==> src/hdl/bba_pkg.sv <==
// ----------------------------------------------------------------------------
// bba_pkg
// Shared types and constants of the bitmap block allocator.
// ----------------------------------------------------------------------------
package bba_pkg;

   // block size is a power of two so block index and byte offset are a shift apart
   localparam int BLOCK_BYTES = 32;
   localparam int BLOCK_SHIFT = 5;

   // used-map word geometry
   localparam int MAP_BITS  = 64;
   localparam int MAP_SHIFT = 6;

   // configuration port
   localparam int CSR_ADDR_W   = 3;
   localparam int CSR_DATA_W   = 32;
   localparam bit REG_POOL_BASE = 1'b0;

   // commands
   localparam logic CMD_ALLOC = 1'b0;
   localparam logic CMD_FREE  = 1'b1;

   // result status codes
   localparam logic [1:0] ST_OK    = 2'd0;
   localparam logic [1:0] ST_FULL  = 2'd1;
   localparam logic [1:0] ST_RANGE = 2'd2;

   typedef struct packed {
      logic        command;
      logic [31:0] address;
   } req_type;

   typedef struct packed {
      logic [1:0]  status;
      logic [31:0] block_address;
   } rsp_type;

   // lowest free bit of one used-map word
   typedef struct packed {
      logic                 found;
      logic [MAP_SHIFT-1:0] bit_idx;
      logic [MAP_BITS-1:0]  mask;
   } zfind_type;

endpackage

==> src/hdl/bba_zero_find.sv <==
// ----------------------------------------------------------------------------
// bba_zero_find
// Finds the lowest clear bit of one used-map word: one-hot mask and index.
// ----------------------------------------------------------------------------
module bba_zero_find (
   input  logic [bba_pkg::MAP_BITS-1:0] word,
   output bba_pkg::zfind_type           result
);

   logic [bba_pkg::MAP_BITS-1:0]  mask;
   logic [bba_pkg::MAP_SHIFT-1:0] bit_idx;

   // the carry of word + 1 stops at the first zero
   assign mask = ~word & (word + bba_pkg::MAP_BITS'(1));

   always_comb begin
      bit_idx = '0;
      for (int i = 0; i < bba_pkg::MAP_BITS; i++) begin
         if (mask[i]) begin
            bit_idx = bit_idx | bba_pkg::MAP_SHIFT'(i);
         end
      end
   end

   assign result.found   = |mask;
   assign result.bit_idx = bit_idx;
   assign result.mask    = mask;

endmodule

==> config.mk <==
export PLATFORM = sky130hd
export DESIGN_NAME = bba_zero_find
export DESIGN_NICKNAME = d
export VERILOG_FILES = /design/src/hdl/bba_pkg.sv /design/src/hdl/bba_zero_find.sv
export SDC_FILE = /design/constraint.sdc
export NUM_CORES = 1
export LEC_CHECK = 0
export CAP_MARGIN = 20
export CORE_MARGIN = 5
export CORE_UTILIZATION = 30
export DETAILED_ROUTE_END_ITERATION = 10
export DONT_BUFFER_PORTS = 1
export PLACE_DENSITY = 0.41
export REMOVE_ABC_BUFFERS = 1
export SLEW_MARGIN = 15
export SYNTH_ARGS = -nofsm -noshare
export SYNTH_HDL_FRONTEND = slang
export SYNTH_SLANG_ARGS = --single-unit
==> constraint.sdc <==
create_clock -name vclk -period 4.01
set_clock_uncertainty 0.2 [all_clocks]
set_input_delay 1.0025 -clock vclk [all_inputs]
set_output_delay 1.0025 -clock vclk [all_outputs]
set_load 0.1 [all_outputs]
==> flow_metrics.py, run 1 <==
metrics = {
    "outcome": {
        "outcome": "complete, no violations",
    },
    "yosys": {
        "postSynthAreaPerCell_um2": 5.99,
        "syn-cell-area_um2": 1650,
        "ys_warn_count": 0,
        "yosysSeqAreaShare_pct": 0,
        "ys_types": 45,
        "synth_cells": 276,
    },
    "finish": {
        "layout-drive-gt1-share_pct": 51.7,
        "final_cell_mix": "buf_4 (55), nand2_1 (31), buf_12 (29)",
        "final_common_cell": "buf_4",
        "insertedDiodeCount": 0,
        "nets": 451,
        "clock_buffers": 0,
        "layout.cells.non_filler": 457,
        "filler_cell_count": 407,
        "postLayoutCoreUtil_pct": 70.9,
        "seqCellArea_um2": 0,
        "areaGrowthSynthToFinish_pct": 133,
        "seq_cell_count": 0,
    },
    "pwr": {
        "pwr-share-clk_pct": 0,
        "p_leak_nw": 1.45,
        "power_density_nw_per_um2": 27.0,
        "switching_share_pct": 66.9,
        "seq_power_share_pct": 0,
        "combPwrFrac_pct": 100.0,
        "p_switching_mw": 0.0696,
        "intPower_mw": 0.0344,
        "ir_drop_mv": 0.0330,
    },
    "route": {
        "drt_first_pass_iters": 5,
        "vias_per_cell": 6.28,
        "finalWirelength_um": 9150,
        "num_vias": 2869,
        "drt_iter0_drc": 314,
        "drc_errors": 0,
        "ant_nets": 0,
        "wl_per_cell_um": 20.0,
    },
    "timing": {
        "min_period_ps": 4000,
        "hold_viol": 0,
        "slew_viol_final": 0,
        "finalSetupViolations": 0,
        "max_clock_freq_ghz": 0.250,
        "rsz0062_at_grt": "true",
        "tns_ps": 0,
        "fin_crit_sh_pct": 99.8,
        "worst_pin_slew_ps": 484,
        "slew_headroom_pct": 67.5,
    },
    "job": {
        "drv_cap": 0,
    },
    "die": {
        "dieHeight_um": 84.3,
        "initial_core_util_pct": 30.4,
        "core_um2": 5440,
        "die-area_um2": 7100,
        "rows": 27,
        "io_pins": 135,
        "die_w_um": 84.3,
    },
    "grt": {
        "grt_use_total_pct": 23.0,
        "grt_overflow": 0,
        "grt_start_max_net_pins": 15,
        "antenna_found_initial": 0,
        "grt_pass1_vias": 2733,
        "grt_first_pass_wirelength_um": 13900,
    },
    "worst_hold_path": {
        "hp-class": "in -> out",
    },
    "placement": {
        "port-buffer-count": 0,
        "place.gp.congestion": 0.938,
        "place_inst": 445,
        "dpl.hpwl_um": 7530,
    },
    "critical_path": {
        "critPathLaunchType": "primary input",
        "end_kind": "primary output",
        "crit_arrival_ps": 2800,
        "critPathRequiredTime_ps": 2810,
        "crit_fanout": 12,
        "path_class": "in -> out",
    },
}
-- timing repair --
| action | CTS | global route |
|---|---|---|
| buffers inserted | 0 | 13 |
| resized for setup | 1 | 26 |
| pin swaps | 1 | 7 |
| setup endpoints to repair | 3 | 9 |
| hold buffers | 0 | 0 |
-- cell usage after synthesis (2+ instances only) --
master	n	area, um2
nand2_1	31	116
nand2b_1	8	50.1
and3_1	4	25.0
a2111oi_0	2	17.5
a41oi_1	2	17.5
buf_2	3	15.0
o22ai_1	4	25.0
inv_1	17	63.8
or2_2	2	12.5
or3_1	2	12.5
nor4_1	18	113
o31ai_1	5	37.5
o21ai_0	5	25.0
nor2_1	38	143
buf_4	2	15.0
nand3_2	2	20.0
nor4_2	7	87.6
nand4_2	4	50.1
nor2b_1	4	25.0
clkbuf_1	2	7.51
nand4_1	20	125
a31oi_1	3	18.8
nor3_1	27	135
o2111ai_1	3	26.3
a21oi_1	9	45.0
nand3b_1	4	30.0
nand4b_1	6	52.6
nor3b_1	4	30.0
nor4_4	3	63.8
nand3_1	20	100
-- worst paths after layout --
check,end,start,cells after the start,slack (ps)
setup / recovery,result[65],word[10],9,7
hold / removal,result[21],word[21],2,1990
-- cell families after synthesis --
| logic type | count (synthesis) | share of synthesized area [%] |
|---|---|---|
| compound gates | 41 | 16.9 |
| buf+inv | 25 | 6.81 |
| simple gates | 210 | 76.2 |
-- critical path: stages --
cell	delay (ps)
nand3_1	130
nor4_4	70
buf_4	150
buf_4	170
and4b_1	200
nand3b_1	190
nor4_1	400
nand4_1	230
buf_12	230
-- metal layers --
| metal | track usage (%) | up-vias | wire (um) |
|---|---|---|---|
| li1 | - | 1313 | - |
| met1 | 27.6 | 1351 | 3280 |
| met2 | 41.4 | 175 | 4710 |
| met3 | 5.79 | 30 | 941 |
| met4 | 4.09 | 0 | 208 |
| met5 | 0 | - | 0 |
-- power groups by stage --
stage | Combinational, mW | Sequential (mW) | Clock, mW
global placement | 0.0981 | 0 | 0
detailed placement | 0.0997 | 0 | 0
floorplan | 0.0682 | 0 | 0
finish | 0.104 | 0 | 0
CTS | 0.100 | 0 | 0
global route | 0.110 | 0 | 0
-- through the flow --
stage | hold slack, ps | instance area [um2] | power [mW] | setup slack [ps]
after global routing | 1990 | 3850 | 0.110 | -121
after detailed placement | 1990 | 3630 | 0.0997 | -1.11
after global placement | 1990 | 3630 | 0.0981 | -24.7
after floorplan | 2000 | 1610 | 0.0682 | -3760
after CTS | 1990 | 3630 | 0.100 | 19.1
final | 1990 | 3850 | 0.104 | 6.84
-- final cells by class --
class / count / area, um2 / area share, %
Tap cell: 72 / 90.1 / 2.34
Timing Repair Buffer: 117 / 1780 / 46.2
Inverter: 17 / 63.8 / 1.66
Multi-Input combinational cell: 251 / 1920 / 49.8
No activity file was read; power rests on OpenSTA's default activity.
==> inputs of run 2 (changes only) <==
REMOVE_ABC_BUFFERS = default   (was 1)
==> run 2 against run 1 <==
Effect of this change: die area did not move; first-iteration DRC count fell by 45%; global-route usage rose by 0.35 points; design area fell by 3.2%; total power rose by 7.4%; combinational power rose by 8%; non-clock buffer count rose by 5; core utilization fell by 2.3 points; routed wire length fell by 5.1%; critical path depth did not move; critical endpoint unchanged; largest cell class unchanged; highest routed layer unchanged.
==> flow_metrics.py, run 2 (synthesized netlist as in run 1, its figures left out) <==
metrics = {
    "outcome": {
        "outcome": "complete, no violations",
    },
    "pwr": {
        "ir_drop_mv": 0.0317,
        "intPower_mw": 0.0375,
        "switching_share_pct": 66.4,
        "p_switching_mw": 0.0740,
        "power_density_nw_per_um2": 29.9,
        "pwr-share-clk_pct": 0,
        "seq_power_share_pct": 0,
        "p_leak_nw": 1.56,
        "combPwrFrac_pct": 100.0,
        "power_mw": 0.112,
    },
    "grt": {
        "grt_overflow": 0,
        "antenna_found_initial": 0,
        "grt_pass1_vias": 2766,
        "grt_use_total_pct": 23.3,
        "grt_first_pass_wirelength_um": 14000,
        "grt_start_max_net_pins": 14,
    },
    "critical_path": {
        "critPathSlowestCell": "nor4_4",
        "crit_path_max_incr_delay_ps": 380,
        "end_kind": "primary output",
        "path_cells": "nand2_1 -> nor4_4 -> buf_4 -> nand3_4 -> buf_6 -> nor4_4 -> nor4_2 -> nand4_1 -> buf_12",
        "crit_fanout": 6,
        "critPathLaunchType": "primary input",
        "crit_arrival_ps": 2750,
        "critPathRequiredTime_ps": 2810,
        "cpMostUsedCell": "nor4_4",
        "path_class": "in -> out",
    },
    "timing": {
        "max_clock_freq_ghz": 0.253,
        "hold-worst-slack_ps": 1980,
        "finalSetupViolations": 0,
        "tns_ps": 0,
        "slew_viol_final": 0,
        "hold_viol": 0,
        "min_period_ps": 3960,
        "rsz0062_at_grt": "true",
        "setup_slack_ps": 52.6,
        "worst_pin_slew_ps": 461,
        "slew_headroom_pct": 69.0,
        "fin_crit_sh_pct": 98.7,
    },
    "finish": {
        "nets": 456,
        "layout-drive-gt1-share_pct": 51.8,
        "layout.cells.non_filler": 462,
        "clock_buffers": 0,
        "seq_cell_count": 0,
        "seqCellArea_um2": 0,
        "areaGrowthSynthToFinish_pct": 126,
        "final_cell_mix": "buf_4 (79), buf_12 (41), nand2_1 (30)",
        "final_common_cell": "buf_4",
        "insertedDiodeCount": 0,
    },
    "die": {
        "die_w_um": 84.3,
        "initial_core_util_pct": 30.4,
        "rows": 27,
        "dieHeight_um": 84.3,
        "io_pins": 135,
        "die-area_um2": 7100,
        "core_um2": 5440,
    },
    "route": {
        "vias_per_cell": 6.00,
        "drt_first_pass_iters": 5,
        "num_vias": 2770,
        "wl_per_cell_um": 18.8,
        "drt_iter0_drc": 173,
        "ant_nets": 0,
        "finalWirelength_um": 8680,
        "drc_errors": 0,
    },
    "placement": {
        "port-buffer-count": 0,
        "dp_slack_ps": -56.0,
        "place_inst": 460,
        "dpl.hpwl_um": 7670,
        "place.gp.congestion": 1.03,
    },
    "clocking": {
        "holdBufCountCts": 0,
    },
    "job": {
        "drv_cap": 0,
    },
    "worst_hold_path": {
        "hp-class": "in -> out",
        "hold_depth": 2,
    },
    "yosys": {
        "synth_fp_nets": 340,
    },
}
[run 2: changes by cell type in the layout (fill, tap and decap cells not counted), moves of 8 or more]
| cell | delta |
|---|---|
| buf_4 | +24 |
| buf_16 | -12 |
| nor3_2 | -17 |
| nor4_4 | +8 |
| clkbuf_16 | -15 |
| nor3_4 | +15 |
| buf_12 | +12 |
[run 2: power by group through the flow]
stage	sequential (mW)	combinational [mW]	clock [mW]
2_1_floorplan	0	0.0797	0
3_3_place_gp	0	0.110	0
3_5_place_dp	0	0.111	0
4_1_cts	0	0.111	0
5_1_grt	0	0.117	0
6_report	0	0.112	0
[run 2: worst paths after layout]
check,start,endpoint
hold / removal,word[40],result[40]
setup / recovery,word[12],result[65]
[run 2: final cells by class]
class | instances | area (um2)
Fill cell | 441 | 1710
Inverter | 17 | 63.8
Multi-Input combinational cell | 251 | 2130
Tap cell | 72 | 90.1
Timing Repair Buffer | 122 | 1450
[run 2: what timing repair did]
item,CTS,global route
pin swaps,1,3
buffers inserted,1,1
gates cloned,0,0
setup endpoints to repair,5,6
gates resized for setup,5,6
[run 2: through the flow]
step	instance area (um2)	util, %
after floorplan	2120	-
after global placement	3650	67.0
after detailed placement	3650	67.0
after CTS	3690	67.8
after global routing	3730	68.6
final	3730	68.6
[run 2: worst max-delay path: cells and delay by family]
family | cells | cell delay (ps)
and+or+nand+nor | 6 | 1140
buffers and inverters | 3 | 590
[run 2: layer usage]
layer / vias to the layer above / track usage [%] / routed length [um] / part of all wire [%]
met2: 151 / 42.3 / 4260 / 49
met3: 15 / 3.73 / 840 / 9.7
met1: 1283 / 29.9 / 3440 / 40
li1: 1321 / - / - / -
met4: 0 / 2.34 / 134 / 1.5
met5: - / 0 / 0 / 0
==> inputs of run 3 (changes only) <==
ABC_AREA = 1   (was default)
SLEW_MARGIN = default   (was 15)
==> run 3 against run 2 <==
Effect of this change: total power down 0.59%; sequential share of layout area did not move; first-iteration DRC count increased by 50%; combinational power hardly changed; core utilization is 25 points lower; hold slack improved by 59 ps; sequential cell count is the same; area after synthesis is 55% higher; critical path type unchanged; critical endpoint is now result[70].
==> flow_metrics.py, run 3 <==
metrics = {
    "outcome": {
        "outcome": "complete, no violations",
    },
    "pwr": {
        "ir_drop_mv": 0.0195,
        "p_leak_nw": 2.21,
        "power_density_nw_per_um2": 31.0,
        "power_mw": 0.111,
    },
    "grt": {
        "grt_use_total_pct": 25.4,
        "grtUsageMet3_pct": 3.21,
        "use_met2_pct": 40.3,
        "grt_first_pass_wirelength_um": 20800,
        "grt-busiest-layer": "met2",
        "grt_start_max_net_pins": 11,
        "grt_overflow": 0,
        "antenna_found_initial": 0,
        "use_met1_pct": 38.4,
        "grt_pass1_vias": 3877,
    },
    "job": {
        "drv_cap": 0,
    },
    "die": {
        "die-area_um2": 10500,
        "dieHeight_um": 102,
        "die_w_um": 102,
        "initial_core_util_pct": 31.1,
        "io_pins": 135,
        "rows": 33,
        "core_um2": 8260,
    },
    "timing": {
        "hold_viol": 0,
        "rsz0062_at_grt": "false",
        "min_period_ps": 3880,
        "max_clock_freq_ghz": 0.258,
        "slew_headroom_pct": 71.1,
        "hold-worst-slack_ps": 2040,
        "tns_ps": 0,
        "finalSetupViolations": 0,
        "fin_crit_sh_pct": 96.7,
        "worst_pin_slew_ps": 430,
        "slew_viol_final": 0,
    },
    "worst_hold_path": {
        "hold_path_end": "result[1]",
        "min_from": "word[1]",
        "hp-class": "in -> out",
        "hold_depth": 2,
    },
    "placement": {
        "port-buffer-count": 0,
        "placed_cell_area_um2": 3550,
        "dpl.hpwl_um": 12300,
        "place.gp.congestion": 0.955,
    },
    "route": {
        "ant_nets": 0,
        "vias_per_cell": 5.12,
        "finalWirelength_um": 13500,
        "drt_iter0_drc": 259,
        "wl_per_cell_um": 17.5,
        "num_vias": 3955,
        "drc_errors": 0,
        "drt_first_pass_iters": 5,
    },
    "finish": {
        "nets": 733,
        "seq_cell_count": 0,
        "layout-drive-gt1-share_pct": 20.2,
        "filler_cell_count": 988,
        "insertedDiodeCount": 0,
        "clock_buffers": 0,
        "postLayoutCoreUtil_pct": 43.3,
        "seqCellArea_um2": 0,
        "fin_area_um2": 3580,
        "final_common_cell": "nand2_1",
        "areaGrowthSynthToFinish_pct": 39.5,
        "final_cell_mix": "nand2_1 (183), nor2_1 (126), inv_1 (116)",
    },
    "yosys": {
        "synth_fp_nets": 659,
        "synth_common_cells": "nand2_1 (192), nor2_1 (148), inv_1 (117)",
        "yosysSeqAreaShare_pct": 0,
        "yosysTopAreaCellShare_pct": 28.1,
        "yosysMostFrequentCell": "nand2_1",
        "syn-cell-area_um2": 2560,
        "ys_warn_count": 0,
        "yosysTopAreaCell": "nand2_1",
        "postSynthAreaPerCell_um2": 4.31,
        "ys_types": 27,
        "synthTopCellsByArea": "nand2_1 (28%), nor2_1 (22%), inv_1 (17%)",
        "synth_cells": 595,
    },
    "critical_path": {
        "path_delay_family": "simple AND/OR/NAND/NOR gates",
        "crit_fanout": 6,
        "crit_arrival_ps": 2670,
        "critPathLaunchType": "primary input",
        "end_kind": "primary output",
        "critPathSlowestCell": "nor2_1",
        "path_class": "in -> out",
        "critPathRequiredTime_ps": 2810,
        "worst-path-buf-inv": 2,
        "cpMostUsedCell": "nand2_1",
        "crit_path_max_incr_delay_ps": 230,
        "path_cells": "nand2_1 -> nor2_4 -> nand2_1 -> nor2_2 -> nand4_1 -> buf_4 -> nand2_1 -> inv_1 -> nand2_1 -> nor2_1 -> nand2_1 -> nor2_2 -> nand2_8",
    },
}
## run 3: changes by cell type in the layout (fill, tap and decap cells not counted), moves of 10 or more
cell and change:
nand2_1 +153, nor3_1 +10, nor3_4 -12, nor2_1 +109
buf_12 -35, nor4_4 -18, nand3_1 +14, nor2_4 +11
inv_1 +99, buf_4 -13
## run 3: how the worst max path moves through the flow
stage	startpoint	end	slack, ps	cells after the start
after floorplan	word[1]	result[68]	-160	10
after CTS	word[15]	result[65]	40	11
after global routing	word[15]	result[70]	2	13
after detailed placement	word[15]	result[65]	50	11
final	word[15]	result[70]	130	13
after global placement	word[15]	result[65]	30	11
## run 3: final cells by class
cell class                 instances  area [um2]  share of cell area (%)
inverter                         119         450                    12.6
tap                              105         131                    3.67
multi-input combinational        476        2380                    66.5
timing repair buffer              72         616                    17.2
## run 3: logic make-up (layout without fill, tap and decap cells)
group           count (synthesis)  in the layout  share of synthesized area (%)
simple gates                  464            464                           80.0
buf+inv                       119            191                           17.4
compound gates                 12             12                           2.59
## run 3: routing by layer
layer / vias to the layer above / share of wire (%)
li1: 1981 / -
met1: 1765 / 46
met2: 205 / 44
met3: 4 / 10
met4: 0 / 0.46
met5: - / 0
## run 3: power breakdown
group | total (mW) | internal [mW] | switching [mW]
clock | 0 | 0 | 0
combinational | 0.111 | 0.0299 | 0.0810
sequential | 0 | 0 | 0
total | 0.111 | 0.0299 | 0.0810
## run 3: repair_timing
item / CTS / global route
setup buffers: 0 / 1
hold buffers: 0 / 0
resized for setup: 0 / 9
setup endpoints to repair: 0 / 7
## run 3: through the flow
| stage | instances | worst slack [ps] |
|---|---|---|
| after global placement | 771 | 25.8 |
| after CTS | 771 | 41.4 |
| after floorplan | 595 | -156 |
| final | 772 | 133 |
| after detailed placement | 771 | 46.1 |
| after global routing | 772 | 1.98 |
